`src/rtl/vfcao_pkg.sv`:
```
// ----------------------------------------------------------------------------
// vfcao_pkg
// Shared types, codes and tables of the voxel face cull / AO block.
// ----------------------------------------------------------------------------
package vfcao_pkg;

    localparam logic [1:0] MODE_LOAD    = 2'd0;
    localparam logic [1:0] MODE_MESH    = 2'd1;
    localparam logic [1:0] MODE_RESTART = 2'd2;

    localparam int CNT_W  = 17;
    localparam int BASE_W = 19;

    // Neighborhood cube index: 9*(dx+1) + 3*(dz+1) + (dy+1).
    localparam logic [4:0] CUBE_CENTER = 5'd13;

    localparam logic [4:0] NB_IDX [6] = '{5'd10, 5'd16, 5'd4, 5'd22, 5'd12, 5'd14};

    // Per direction, per corner (bl, br, tl, tr): side1, side2, corner.
    localparam logic [4:0] AO_IDX [6][4][3] = '{
        '{'{5'd1,  5'd13, 5'd4 }, '{5'd13, 5'd19, 5'd22},
          '{5'd2,  5'd14, 5'd5 }, '{5'd14, 5'd20, 5'd23}},
        '{'{5'd13, 5'd25, 5'd22}, '{5'd13, 5'd7,  5'd4 },
          '{5'd14, 5'd26, 5'd23}, '{5'd14, 5'd8,  5'd5 }},
        '{'{5'd13, 5'd7,  5'd16}, '{5'd13, 5'd1,  5'd10},
          '{5'd14, 5'd8,  5'd17}, '{5'd14, 5'd2,  5'd11}},
        '{'{5'd13, 5'd19, 5'd10}, '{5'd13, 5'd25, 5'd16},
          '{5'd14, 5'd20, 5'd11}, '{5'd14, 5'd26, 5'd17}},
        '{'{5'd3,  5'd15, 5'd6 }, '{5'd21, 5'd15, 5'd24},
          '{5'd3,  5'd9,  5'd0 }, '{5'd21, 5'd9,  5'd18}},
        '{'{5'd5,  5'd11, 5'd2 }, '{5'd23, 5'd11, 5'd20},
          '{5'd5,  5'd17, 5'd8 }, '{5'd23, 5'd17, 5'd26}}
    };

    typedef struct packed {
        logic clr_step;
        logic take;
        logic rd_step;
        logic build;
        logic face_step;
    } t_cmd;

    typedef struct packed {
        logic clr_done;
        logic is_mesh;
        logic rd_done;
        logic emit;
        logic out_pop;
        logic out_last;
    } t_sts;

    // Returns {bl, br, tl, tr} levels, two bits each.
    function automatic logic [7:0] ao_levels(input logic [26:0] cube, input logic [2:0] dir);
        logic [7:0] res;
        logic       s1;
        logic       s2;
        logic       c;
        res = 8'd0;
        for (int k = 0; k < 4; k++) begin
            s1 = 1'b0;
            s2 = 1'b0;
            c  = 1'b0;
            for (int d = 0; d < 6; d++) begin
                if (dir == 3'(d)) begin
                    s1 = cube[AO_IDX[d][k][0]];
                    s2 = cube[AO_IDX[d][k][1]];
                    c  = cube[AO_IDX[d][k][2]];
                end
            end
            res[7-2*k -: 2] = (s1 && s2) ? 2'd0 :
                              2'(2'd3 - ({1'b0, s1} + {1'b0, s2} + {1'b0, c}));
        end
        return res;
    endfunction

endpackage

```
`src/rtl/vfcao_ctrl.sv`:
```
// ----------------------------------------------------------------------------
// vfcao_ctrl
// Sequencer: clearing pass, item intake, column reads, face walk, output wait.
// ----------------------------------------------------------------------------
module vfcao_ctrl (
    input  logic            i_clk,
    input  logic            i_rst_n,
    input  logic            i_in_valid,
    output logic            o_in_ready,
    input  vfcao_pkg::t_sts i_sts,
    output vfcao_pkg::t_cmd o_cmd
);
    import vfcao_pkg::*;

    typedef enum logic [6:0] {
        S_CLEAR = 7'b0000001,
        S_IDLE  = 7'b0000010,
        S_READ  = 7'b0000100,
        S_WAIT  = 7'b0001000,
        S_BUILD = 7'b0010000,
        S_FACE  = 7'b0100000,
        S_OUT   = 7'b1000000
    } t_state;

    t_state r_state;
    t_state n_state;

    always_comb begin
        n_state = r_state;
        o_cmd   = '0;
        unique case (r_state)
            S_CLEAR: begin
                o_cmd.clr_step = 1'b1;
                if (i_sts.clr_done) n_state = S_IDLE;
            end
            S_IDLE: begin
                o_cmd.take = i_in_valid;
                if (i_in_valid && i_sts.is_mesh) n_state = S_READ;
            end
            S_READ: begin
                o_cmd.rd_step = 1'b1;
                if (i_sts.rd_done) n_state = S_WAIT;
            end
            S_WAIT:  n_state = S_BUILD;
            S_BUILD: begin
                o_cmd.build = 1'b1;
                n_state     = S_FACE;
            end
            S_FACE: begin
                o_cmd.face_step = 1'b1;
                if (i_sts.emit) n_state = S_OUT;
            end
            S_OUT: begin
                if (i_sts.out_pop) n_state = i_sts.out_last ? S_IDLE : S_FACE;
            end
            default: n_state = S_CLEAR;
        endcase
    end

    assign o_in_ready = (r_state == S_IDLE);

    always_ff @(posedge i_clk) begin
        if (!i_rst_n) begin
            r_state <= S_CLEAR;
        end else begin
            r_state <= n_state;
        end
    end

endmodule

```
`config.mk`:
```
export PLATFORM = sky130hd
export DESIGN_NAME = vfcao_ctrl
export DESIGN_NICKNAME = d
export VERILOG_FILES = /design/src/rtl/vfcao_pkg.sv /design/src/rtl/vfcao_ctrl.sv
export SDC_FILE = /design/constraint.sdc
export NUM_CORES = 1
export LEC_CHECK = 0
export BUFFER_PORTS_ARGS = -buffer_cell sky130_fd_sc_hd__buf_2
export CORE_AREA = 3 3 40 42
export DETAILED_ROUTE_END_ITERATION = 8
export DIE_AREA = 0 0 43 45
export MAX_ROUTING_LAYER = met4
export PLACE_DENSITY = 0.63
export SETUP_SLACK_MARGIN = 0.3
export SLEW_MARGIN = 5
export SYNTH_ARGS = -nofsm -noshare
export SYNTH_HDL_FRONTEND = slang
export SYNTH_SLANG_ARGS = --single-unit
```
`constraint.sdc`:
```
create_clock -name i_clk -period 2.2 [get_ports i_clk]
set_input_delay 0 -clock i_clk [delete_from_list [all_inputs] [get_ports i_clk]]
set_output_delay 0 -clock i_clk [all_outputs]
set_load 0.03 [all_outputs]
```
==> results of run 1 <==
power groups by stage:
stage               combinational (mW)  sequential (mW)  clock, mW
global placement                 0.163            0.161          0
finish                           0.180            0.160      0.121
floorplan                        0.128            0.156          0
detailed placement               0.162            0.161          0
global route                     0.198            0.162      0.132
CTS                              0.171            0.158      0.125
Yosys cell counts (all sizes together), types with 2 or more instances:
master	instances
inv	3
nor2	7
a21oi	2
dfxtp	7
or3	4
nand2	2
a31oi	2
nor2b	3
nor3	3
nor4b	2
or4b	2
layout make-up:
cell class	count	area share, %
inverters	3	1.88
well taps	15	3.13
flip-flops and latches	7	23.5
repair buffers	18	17.5
clock buffers	3	3.75
multi-input cells	41	49.4
clock inverters	1	0.833
per-layer routing:
metal	up-vias	GRT usage, %
met2	27	18.9
li1	238	-
met5	-	-
met1	214	16.7
met4	0	10.8
met3	4	1.59
path summary, 6_finish.rpt:
check          endpoint  cells past startpoint
max            o_cmd[3]                      4
min          r_state[0]                      2
max reg2reg  r_state[1]                      6
min reg2reg  r_state[4]                      2
stage by stage:
step / instances / hold slack [ns] / setup WS (ns) / util (%) / cell area [um2]
after global routing: 88 / 0.00347 / 0.268 / 46.7 / 601
after global placement: 80 / 0.229 / 0.410 / 41.5 / 533
after CTS: 87 / 0.00206 / 0.320 / 45.6 / 586
after detailed placement: 80 / 0.227 / 0.426 / 41.5 / 533
final: 88 / 0.00199 / 0.378 / 46.7 / 601
after floorplan: 52 / 0.0786 / 0.258 / - / 452
worst max-delay path, cell delays in order, from the launching register on:
cell and delay [ns]:
sky130_fd_sc_hd__dfxtp_2 0.34, sky130_fd_sc_hd__or4_4 0.58, sky130_fd_sc_hd__nor4b_4 0.30, sky130_fd_sc_hd__and2_1 0.17
sky130_fd_sc_hd__clkbuf_4 0.18
kinds of logic after synthesis:
kind of cell | share of synthesized area [%]
xor+xnor | 1.94
buf+inv | 4.17
compound gates | 21.1
flops | 31.1
simple gates | 41.7
what timing repair did:
action                                  CTS  global route
pin swaps                                 1             1
hold endpoints to repair                  2             0
buffers inserted                          2             1
endpoints found under the setup margin    1             6
resized for setup                         0             2
hold buffers                              1             0
==> summary.json, run 1 <==
{
  "grt_start_max_net_pins": 7,
  "timing_max_transition_violations_final": 0,
  "ff_latch_area_um2": 141,
  "largest_register_ffs": 7,
  "hold_path.startpoint": "i_sts[5]",
  "finalSetupViolations": 0,
  "achievable-frequency_mhz": 549,
  "core_mm2": 0.00128,
  "synth_top_area_share_pct": 31.1,
  "area_delta_synth_final_pct": 33.3,
  "path_clk_slew_ns": 0.06,
  "final_hold_viol_count": 0,
  "tritoncts_clock_tree": "yes",
  "layout.cells.most_common": "sky130_fd_sc_hd__buf_2",
  "startpoint": "r_state[4]",
  "fin_nets": 83,
  "wire_length_of_the_first_global_routing_pass_um": 1860,
  "via_count": 483,
  "share_of_total_power_in_combinational_logic_pct": 39.0,
  "final.fill_count": 135,
  "antenna_violating_nets_post_route": 0,
  "initial_utilization_pct": 35.1,
  "synth.distinct_cells": 28,
  "max_flop_register": "r_state",
  "critical_path.startpoint_type": "register",
  "cts.root.buffer_cell": "sky130_fd_sc_hd__clkbuf_4",
  "clock_sinks": 7,
  "globalRoute.totalOverflow": 0,
  "switchingPower_uw": 165,
  "r2r_setup_slack_ns": 0.38,
  "edff_count_synth": 0,
  "rsz0062_at_grt": "true",
  "cellPowerDensity_mw_per_mm2": 768,
  "clock_power_share_pct": 26.3,
  "post-synth-top-area-cell": "sky130_fd_sc_hd__dfxtp_1",
  "cts_max_level": 1,
  "met2_wirelength_um": 465,
  "post_synth_inst_count": 52,
  "detailedRoute.firstPassIterationCount": 4,
  "timing.hold.worst.class": "input pin to register",
  "largest_registers": "r_state x7",
  "cts_buffers": 3,
  "die_height_um": 45,
  "antennaDiodeCount": 0,
  "max_cap_viol_count": 0,
  "drive_above_1_share_pct": 37.0,
  "grt_pass1_vias": 436,
  "yosysWarningCount": 0,
  "initial_antenna_violation_count": 0,
  "mostFrequentLayoutCells": "sky130_fd_sc_hd__buf_2, sky130_fd_sc_hd__nor2_1, sky130_fd_sc_hd__dfxtp_1",
  "timing.critical_path.to_type": "output pin",
  "seq_power_share_pct": 34.7,
  "setup_tns_ns": 0,
  "timing.rr.start": "r_state[4]",
  "slew-limit-headroom_pct": 81.2,
  "initialDrtViolationCount": 20,
  "dpl.hpwl_um": 829,
  "ys_seq_area_share_pct": 31.1,
  "wl_per_cell_um": 12.5,
  "main_synth_ff_type": "sky130_fd_sc_hd__dfxtp_1",
  "vdd.ir_drop.worst_v": 0.000348,
  "internal_power_uw": 297,
  "finClkSkew_ns": 0.00442,
  "cellLeakagePower_nw": 0.267,
  "io_pins": 15,
  "remaining_drc_errors": 0,
  "rows": 13,
  "cp_data_required_time_ns": 2.20,
  "route.top_layer_used": "met4",
  "slew_at_the_pin_closest_to_its_max_slew_limit_ns": 0.281,
  "die_width_um": 43,
  "synth_fp_nets": 61,
  "ctsLongestPathBuffers": 2,
  "fin_total_pwr_uw": 461,
  "multi_input_gate_area_um2": 297,
  "flops_latches_synth": 7,
  "netSwitchingFraction_pct": 35.7,
  "die_area_mm2": 0.00194,
  "final.min_clock_period_ns": 1.82,
  "wl_met3_um": 105,
  "async_reset_ff_share_pct": 0,
  "synthTopCellsByArea": "sky130_fd_sc_hd__dfxtp_1, sky130_fd_sc_hd__nor2_1, sky130_fd_sc_hd__nor4b_4, sky130_fd_sc_hd__or4b_1, sky130_fd_sc_hd__nor2b_1",
  "min_period_over_period_pct": 82.8,
  "critical_path_class": "register to output pin",
  "placement.io_buffers": 14,
  "gr-usage-all-layers_pct": 13.2,
  "postRouteWirelength_um": 1100,
  "cp_max_fo": 6,
  "routabilityCongestion": 0.788,
  "status": "completed",
  "clock_latency_ns": 0.26,
  "worstPathArrival_ns": 1.82,
  "wl_met1_um": 500,
  "postSynthAreaPerCell_um2": 8.66,
  "viasPerCell": 5.49,
  "syn-cell-area_um2": 450
}
(Power assumes the default switching activity.)
==> run 2: changes to the inputs <==
--- a/config.mk
+++ b/config.mk
@@ -5,12 +5,13 @@
 export SDC_FILE = /design/constraint.sdc
 export NUM_CORES = 1
 export LEC_CHECK = 0
+export ABC_AREA = 1
 export BUFFER_PORTS_ARGS = -buffer_cell sky130_fd_sc_hd__buf_2
 export CORE_AREA = 3 3 40 42
 export DETAILED_ROUTE_END_ITERATION = 8
 export DIE_AREA = 0 0 43 45
 export MAX_ROUTING_LAYER = met4
-export PLACE_DENSITY = 0.63
+export PLACE_DENSITY = 0.68
 export SETUP_SLACK_MARGIN = 0.3
 export SLEW_MARGIN = 5
 export SYNTH_ARGS = -nofsm -noshare
==> constraint.sdc (replaced) <==
create_clock -name i_clk -period 1.7 [get_ports i_clk]
set_input_delay 0 -clock i_clk [delete_from_list [all_inputs] [get_ports i_clk]]
set_output_delay 0 -clock i_clk [all_outputs]
set_load 0.03 [all_outputs]
==> summary.json, run 2 <==
{
  "status": "completed",
  "timing.critical_path.to_type": "output pin",
  "crit_path_max_incr_delay": {"value": 0.35, "unit": "ns", "change": "-0.23 ns"},
  "initial_utilization": {"value": 39.4, "unit": "%", "change": "+4.4 points"},
  "dpl.hpwl": {"value": 998, "unit": "um", "change": "+20%"},
  "rows": {"value": 13, "change": "unchanged"},
  "fin_nets": {"value": 109, "change": "+31%"},
  "critical_path_class": "register to output pin",
  "postRouteWirelength": {"value": 1270, "unit": "um", "change": "+16%"},
  "ctsLongestPathBuffers": {"value": 2, "change": "unchanged"},
  "viasPerCell": {"value": 4.94, "change": "-10%"},
  "clock_latency": {"value": 0.26, "unit": "ns", "change": "about the same"},
  "grt_pass1_vias": {"value": 509, "change": "+17%"},
  "cts_max_level": {"value": 1, "change": "unchanged"},
  "achievable-frequency_mhz": 753,
  "finalSetupViolations": {"value": 0, "change": "unchanged"},
  "met2_track_demand_over_resource_in_global_routing": {"value": 25.1, "unit": "%", "change": "+6.3 points"},
  "die_height": {"value": 45, "unit": "um", "change": "unchanged"},
  "layout.cells.most_common": "sky130_fd_sc_hd__inv_1",
  "antennaDiodeCount": {"value": 0, "change": "unchanged"},
  "min_period_over_period_pct": 78.2,
  "routabilityCongestion": {"value": 0.803, "change": "+2.0%"},
  "edff_count_synth": {"value": 0, "change": "unchanged"},
  "max_flop_register": "r_state",
  "synth_top_area_share": {"value": 27.7, "unit": "%", "change": "-3.5 points"},
  "post-place-cells": {"value": 107, "change": "+34%"},
  "largest_registers": "r_state x7",
  "main_synth_ff_type": "sky130_fd_sc_hd__dfxtp_1",
  "pre_cts_ws": {"value": 0.458, "unit": "ns", "change": "+0.0315 ns"},
  "die_width": {"value": 43, "unit": "um", "change": "unchanged"},
  "max_cap_viol_count": {"value": 0, "change": "unchanged"},
  "cellPowerDensity": {"value": 1490, "unit": "mW/mm2", "change": "+94%"},
  "detailedRoute.firstPassIterationCount": {"value": 4, "change": "unchanged"},
  "slew_at_the_pin_closest_to_its_max_slew_limit": {"value": 0.283, "unit": "ns", "change": "+0.00218 ns"},
  "initialDrtViolationCount": {"value": 26, "change": "+30%"},
  "globalRoute.totalOverflow": {"value": 0, "change": "unchanged"},
  "use_met3": {"value": 2.79, "unit": "%", "change": "+1.2 points"},
  "synth.distinct_cells": {"value": 19, "change": "-32%"},
  "remaining_drc_errors": {"value": 0, "change": "unchanged"},
  "cellLeakagePower": {"value": 0.401, "unit": "nW", "change": "+51%"},
  "final_core_util": {"value": 50.1, "unit": "%", "change": "+3.4 points"},
  "busiest_layer": "met2",
  "slew-limit-headroom": {"value": 81.0, "unit": "%", "change": "-0.17 points"},
  "io_pins": {"value": 15, "change": "unchanged"},
  "tritoncts_clock_tree": "yes",
  "synthTopCellsByArea": "sky130_fd_sc_hd__dfxtp_1, sky130_fd_sc_hd__inv_1, sky130_fd_sc_hd__nand2_1, sky130_fd_sc_hd__nor2_1, sky130_fd_sc_hd__nand3_1",
  "fin_total_pwr": {"value": 962, "unit": "uW", "change": "+110%"},
  "final.fill_count": {"value": 127, "change": "-5.9%"},
  "vdd.ir_drop.worst": {"value": 0.000642, "unit": "V", "change": "+85%"},
  "flops_latches_synth": {"value": 7, "change": "unchanged"},
  "post-synth-top-area-cell": "sky130_fd_sc_hd__dfxtp_1",
  "finClkSkew": {"value": 0.0134, "unit": "ns", "change": "+0.00901 ns"},
  "timing_max_transition_violations_final": {"value": 0, "change": "unchanged"},
  "rsz0062_at_grt": "true",
  "wl_per_cell": {"value": 11.2, "unit": "um", "change": "-11%"},
  "postSynthAreaPerCell": {"value": 6.41, "unit": "um2", "change": "-26%"},
  "worstPathArrival": {"value": 1.33, "unit": "ns", "change": "-0.49 ns"},
  "largest_register_ffs": {"value": 7, "change": "unchanged"},
  "async_reset_ff_share": {"value": 0, "unit": "%", "change": "unchanged"},
  "synth_fp_nets": {"value": 88, "change": "+44%"},
  "area_delta_synth_final_pct": 27.2,
  "critical_path.startpoint_type": "register",
  "core": {"value": 0.00128, "unit": "mm2", "change": "unchanged"},
  "globalRouteMet1Util": {"value": 16.9, "unit": "%", "change": "+0.20 points"},
  "path_clk_slew": {"value": 0.05, "unit": "ns", "change": "about the same"},
  "design_area": {"value": 644, "unit": "um2", "change": "+7.3%"},
  "ys_seq_area_share": {"value": 27.7, "unit": "%", "change": "-3.5 points"},
  "placement.io_buffers": {"value": 14, "change": "unchanged"},
  "clock_sinks": {"value": 7, "change": "unchanged"},
  "worst_path_max_delay_cell": "sky130_fd_sc_hd__dfxtp_1",
  "cts_buffers": {"value": 3, "change": "unchanged"},
  "yosysWarningCount": {"value": 0, "change": "unchanged"},
  "wire_length_of_the_first_global_routing_pass": {"value": 2060, "unit": "um", "change": "+11%"},
  "layout.cells.non_filler": {"value": 114, "change": "+30%"},
  "cp_max_fo": {"value": 7, "change": "+1"},
  "cp_data_required_time": {"value": 1.70, "unit": "ns", "change": "-0.50 ns"},
  "fin_hold_ws": {"value": 0.00370, "unit": "ns", "change": "+0.00171 ns"},
  "cp_cell_sequence": "inv_2 -> nand2_2 -> nor2_4 -> nand2_1 -> inv_1 -> buf_2",
  "antenna_violating_nets_post_route": {"value": 0, "change": "unchanged"},
  "die_area": {"value": 0.00194, "unit": "mm2", "change": "unchanged"},
  "drive_above_1_share": {"value": 36.4, "unit": "%", "change": "-0.62 points"},
  "cts.root.buffer_cell": "sky130_fd_sc_hd__clkbuf_4",
  "mostFrequentLayoutCells": "sky130_fd_sc_hd__inv_1, sky130_fd_sc_hd__nand2_1, sky130_fd_sc_hd__buf_2",
  "post_synth_most_frequent_cells": "sky130_fd_sc_hd__inv_1, sky130_fd_sc_hd__nand2_1, sky130_fd_sc_hd__nor2_1",
  "syn-cell-area": {"value": 507, "unit": "um2", "change": "+12%"},
  "initial_antenna_violation_count": {"value": 0, "change": "unchanged"},
  "final_hold_viol_count": {"value": 0, "change": "unchanged"},
  "number_of_buffers_inserted_for_hold_repair_after_clock_tree_synthesis": {"value": 0, "change": "-1"},
  "setup_tns": {"value": 0, "unit": "ns", "change": "unchanged"},
  "post_synth_inst_count": {"value": 79, "change": "+52%"},
  "placed_cell_area": {"value": 588, "unit": "um2", "change": "+10%"},
  "timing.final.ws_setup": {"value": 0.371, "unit": "ns", "change": "-0.00697 ns"},
  "final.min_clock_period_ns": 1.33,
  "gr-usage-all-layers": {"value": 14.8, "unit": "%", "change": "+1.6 points"},
  "via_count": {"value": 563, "change": "+17%"},
  "timing.hold.worst.class": "input pin to register",
  "grt_start_max_net_pins": {"value": 8, "change": "+1"}
}
[run 2: cell types whose count changed after synthesis, sizes merged, moves of 3 or more]
cell	delta
nand4	+3
nand2	+16
nand3b	+3
or3	-4
nor2	+7
inv	+14
nand3	+7
nor2b	-3
[run 2: path summary, 6_finish.rpt]
| path | from | to | slack (ns) | cells past startpoint |
|---|---|---|---|---|
| setup / recovery | r_state[6] | o_cmd[4] | 0.37 | 6 |
| hold / removal | i_rst_n | r_state[0] | 0.004 | 2 |
| setup reg to reg | r_state[6] | r_state[0] | 0.39 | 9 |
| hold reg to reg | r_state[2] | r_state[2] | 0.55 | 2 |
[run 2: metal layers]
metal	vias up	share of wire (%)
li1	287	-
met1	245	43
met2	27	49
met3	4	6.0
met4	0	1.6
met5	-	0
[run 2: cells by family after synthesis]
family          share of synthesized area, %
compound gates                          4.20
buf+inv                                 14.1
flops                                   27.7
simple gates                            54.1
[run 2: report_power, final]
| part | internal, mW | leakage (nW) | switching [mW] | total [mW] |
|---|---|---|---|---|
| Combinational | 0.190 | 0.329 | 0.377 | 0.567 |
| Sequential | 0.206 | 0.0572 | 0.0324 | 0.238 |
| Clock | 0.0899 | 0.0150 | 0.0664 | 0.156 |
[run 2: cell type report]
cell class / instances / area [um2] / area share [%]
timing repair buffer: 17 / 97.6 / 15.1
sequential: 7 / 140 / 21.7
multi-input combinational: 54 / 298 / 46.2
tap: 15 / 18.8 / 2.91
clock buffer: 4 / 26.3 / 4.08
inverter: 17 / 63.8 / 9.90
[run 2: what timing repair did]
item	in CTS	in global routing
setup buffers	0	3
gates resized for setup	0	4
setup endpoints to repair	0	6
[run 2: critical path: cells and delay by family, from the launching register on]
kind                   cells  cell delay (ns)
AND/OR/NAND/NOR            3             0.34
buffers and inverters      3             0.40
flip-flops                 1             0.35
==> run 3: changes to the inputs <==
--- a/config.mk
+++ b/config.mk
@@ -5,13 +5,13 @@
 export SDC_FILE = /design/constraint.sdc
 export NUM_CORES = 1
 export LEC_CHECK = 0
-export ABC_AREA = 1
+export ABC_AREA = 0
 export BUFFER_PORTS_ARGS = -buffer_cell sky130_fd_sc_hd__buf_2
 export CORE_AREA = 3 3 40 42
 export DETAILED_ROUTE_END_ITERATION = 8
 export DIE_AREA = 0 0 43 45
 export MAX_ROUTING_LAYER = met4
-export PLACE_DENSITY = 0.68
+export PLACE_DENSITY = 0.63
 export SETUP_SLACK_MARGIN = 0.3
 export SLEW_MARGIN = 5
 export SYNTH_ARGS = -nofsm -noshare
==> constraint.sdc (replaced) <==
create_clock -name i_clk -period 1.29 [get_ports i_clk]
set_input_delay 0 -clock i_clk [delete_from_list [all_inputs] [get_ports i_clk]]
set_output_delay 0 -clock i_clk [all_outputs]
set_load 0.03 [all_outputs]
==> summary.json, run 3 (same netlist as run 1, synthesis figures left out) <==
{
  "status": "complete, but fails checks",
  "violations": "setup timing",
  "routabilityCongestion": {"value": 0.754, "change": "-6.1%"},
  "hold_path.startpoint": "i_sts[4]",
  "cts.root.buffer_cell": "sky130_fd_sc_hd__clkbuf_4",
  "slew-limit-headroom": {"value": 82.5, "unit": "%", "change": "+1.5 points"},
  "antennaDiodeCount": {"value": 0, "change": "unchanged"},
  "dpl.hpwl": {"value": 990, "unit": "um", "change": "-0.85%"},
  "cts_buffers": {"value": 3, "change": "unchanged"},
  "core": {"value": 0.00128, "unit": "mm2", "change": "unchanged"},
  "worstPathArrival": {"value": 1.81, "unit": "ns", "change": "+0.48 ns"},
  "min_period_over_period_pct": 140,
  "cpLargestDelayFamily": "simple AND/OR/NAND/NOR gates",
  "viasPerCell": {"value": 5.23, "change": "+5.9%"},
  "max_flop_register": "r_state",
  "layout.cells.most_common": "sky130_fd_sc_hd__buf_4",
  "finalSetupViolations": {"value": 13, "change": "+13"},
  "area_delta_synth_final_pct": 102,
  "pre_cts_ws": {"value": -0.438, "unit": "ns", "change": "-0.895 ns"},
  "path_clk_slew": {"value": 0.05, "unit": "ns", "change": "about the same"},
  "timing.rr.start": "r_state[4]",
  "drive_above_1_share": {"value": 66.7, "unit": "%", "change": "+30 points"},
  "cp_cell_sequence": "or4_4 -> nor4b_4 -> buf_4 -> and2_4 -> buf_6",
  "die_width": {"value": 43, "unit": "um", "change": "unchanged"},
  "rsz0062_at_grt": "true",
  "fin_hold_ws": {"value": 0.0202, "unit": "ns", "change": "+0.0165 ns"},
  "rows": {"value": 13, "change": "unchanged"},
  "cp_data_required_time": {"value": 1.29, "unit": "ns", "change": "-0.41 ns"},
  "largest_register_ffs": {"value": 7, "change": "unchanged"},
  "initialDrtViolationCount": {"value": 5, "change": "-81%"},
  "initial_antenna_violation_count": {"value": 0, "change": "unchanged"},
  "final_hold_viol_count": {"value": 0, "change": "unchanged"},
  "slew_at_the_pin_closest_to_its_max_slew_limit": {"value": 0.261, "unit": "ns", "change": "-0.0229 ns"},
  "die_height": {"value": 45, "unit": "um", "change": "unchanged"},
  "cellPowerDensity": {"value": 1170, "unit": "mW/mm2", "change": "-22%"},
  "wl_per_cell": {"value": 15.5, "unit": "um", "change": "+39%"},
  "cts_max_level": {"value": 1, "change": "unchanged"},
  "placement.io_buffers": {"value": 14, "change": "unchanged"},
  "final.min_clock_period_ns": 1.81,
  "via_count": {"value": 565, "change": "+0.36%"},
  "globalRoute.totalOverflow": {"value": 0, "change": "unchanged"},
  "antenna_violating_nets_post_route": {"value": 0, "change": "unchanged"},
  "max_cap_viol_count": {"value": 0, "change": "unchanged"},
  "mostFrequentLayoutCells": "sky130_fd_sc_hd__buf_4, sky130_fd_sc_hd__buf_6, sky130_fd_sc_hd__buf_2",
  "worst_path_max_delay_cell": "sky130_fd_sc_hd__or4_4",
  "crit_path_max_incr_delay": {"value": 0.57, "unit": "ns", "change": "+0.22 ns"},
  "gr-usage-all-layers": {"value": 17.6, "unit": "%", "change": "+2.7 points"},
  "timing.critical_path.to_type": "output pin",
  "timing.final.ws_setup": {"value": -0.521, "unit": "ns", "change": "-0.893 ns"},
  "initial_utilization": {"value": 35.1, "unit": "%", "change": "-4.4 points"},
  "grt_start_max_net_pins": {"value": 6, "change": "-2"},
  "wire_length_of_the_first_global_routing_pass": {"value": 2420, "unit": "um", "change": "+17%"},
  "cellLeakagePower": {"value": 0.407, "unit": "nW", "change": "+1.4%"},
  "fin_nets": {"value": 103, "change": "-5.5%"},
  "die_area": {"value": 0.00194, "unit": "mm2", "change": "unchanged"},
  "achievable-frequency_mhz": 552,
  "final.fill_count": {"value": 94, "change": "-26%"},
  "critical_path_class": "register to output pin",
  "postRouteWirelength": {"value": 1670, "unit": "um", "change": "+31%"},
  "timing_max_transition_violations_final": {"value": 0, "change": "unchanged"},
  "detailedRoute.firstPassIterationCount": {"value": 3, "change": "-1"},
  "r2r_setup_slack": {"value": -0.45, "unit": "ns", "change": "-0.84 ns"},
  "finClkSkew": {"value": 0.00813, "unit": "ns", "change": "-0.00530 ns"},
  "largest_registers": "r_state x7",
  "timing.hold.worst.class": "input pin to register",
  "critical_path.startpoint_type": "register",
  "io_pins": {"value": 15, "change": "unchanged"},
  "worst-path-buf-inv": {"value": 2, "change": "-1"},
  "ctsLongestPathBuffers": {"value": 2, "change": "unchanged"},
  "cp_max_fo": {"value": 3, "change": "-4"},
  "startpoint": "r_state[4]",
  "clock_sinks": {"value": 7, "change": "unchanged"},
  "clock_latency": {"value": 0.26, "unit": "ns", "change": "about the same"},
  "grt_pass1_vias": {"value": 581, "change": "+14%"},
  "tritoncts_clock_tree": "yes",
  "remaining_drc_errors": {"value": 0, "change": "unchanged"},
  "vdd.ir_drop.worst": {"value": 0.000611, "unit": "V", "change": "-4.7%"}
}
## run 3: changes by cell type in the layout (fill, tap and decap cells not counted), moves of 5 or more
cell                      before  now
sky130_fd_sc_hd__buf_4         4   16
sky130_fd_sc_hd__buf_6         0   12
sky130_fd_sc_hd__inv_1        14    2
sky130_fd_sc_hd__nand2_1      13    2
sky130_fd_sc_hd__nand2_2       5    0
sky130_fd_sc_hd__nand3_1       7    0
sky130_fd_sc_hd__nor2_1       11    5
## run 3: worst paths after layout
kind,cells past startpoint,end
min,3,r_state[2]
min reg2reg,2,r_state[4]
max reg2reg,7,r_state[5]
max,5,o_cmd[3]
## run 3: worst reg2reg max path: stages (launching register included)
cell and delay (ns):
sky130_fd_sc_hd__dfxtp_2 0.32, sky130_fd_sc_hd__or4_4 0.58, sky130_fd_sc_hd__buf_6 0.16, sky130_fd_sc_hd__nor2_4 0.09
sky130_fd_sc_hd__nand3b_1 0.13, sky130_fd_sc_hd__buf_6 0.15, sky130_fd_sc_hd__o22a_1 0.18, sky130_fd_sc_hd__nor2_1 0.07
## run 3: report_power, final
group / internal, mW / leakage [nW] / total, mW / switching (mW)
clock network: 0.118 / 0.0150 / 0.206 / 0.0873
registers: 0.239 / 0.0582 / 0.251 / 0.0113
logic: 0.333 / 0.334 / 0.608 / 0.275
total: 0.691 / 0.407 / 1.06 / 0.374
## run 3: what timing repair did
action | in CTS | in global routing
hold buffers | 2 | 0
gates cloned | 0 | 0
endpoints found under the setup margin | 13 | 13
hold endpoints to repair | 1 | 0
resized for setup | 24 | 10
setup buffers | 4 | 3
pin swaps | 11 | 8
## run 3: cell type report
cell class	instances	area, um2	share of cell area (%)
Clock buffer	4	26.3	2.88
Inverter	3	11.3	1.24
Tap cell	15	18.8	2.06
Multi-Input combinational cell	41	394	43.3
Sequential cell	7	145	15.9
Timing Repair Buffer	38	315	34.6
## run 3: stage by stage
step	util (%)	total power, mW	cell area (um2)	cells	setup TNS [ns]
2_1_floorplan	-	0.509	474	52	-3.72
5_1_grt	70.9	1.13	911	108	-5.23
3_3_place_gp	52.0	0.662	668	95	-2.59
4_1_cts	64.8	0.968	833	105	-4.59
6_report	70.9	1.06	911	108	-4.52
3_5_place_dp	52.0	0.664	668	95	-2.68
## run 3: per-layer routing
| metal | share of wire (%) | global-route usage [%] | routed length (um) |
|---|---|---|---|
| met1 | 42 | 19.3 | 709 |
| met2 | 50 | 30.2 | 842 |
| met3 | 3.6 | 2.39 | 60 |
| met4 | 3.6 | 10.8 | 60 |
| met5 | 0 | - | 0 |
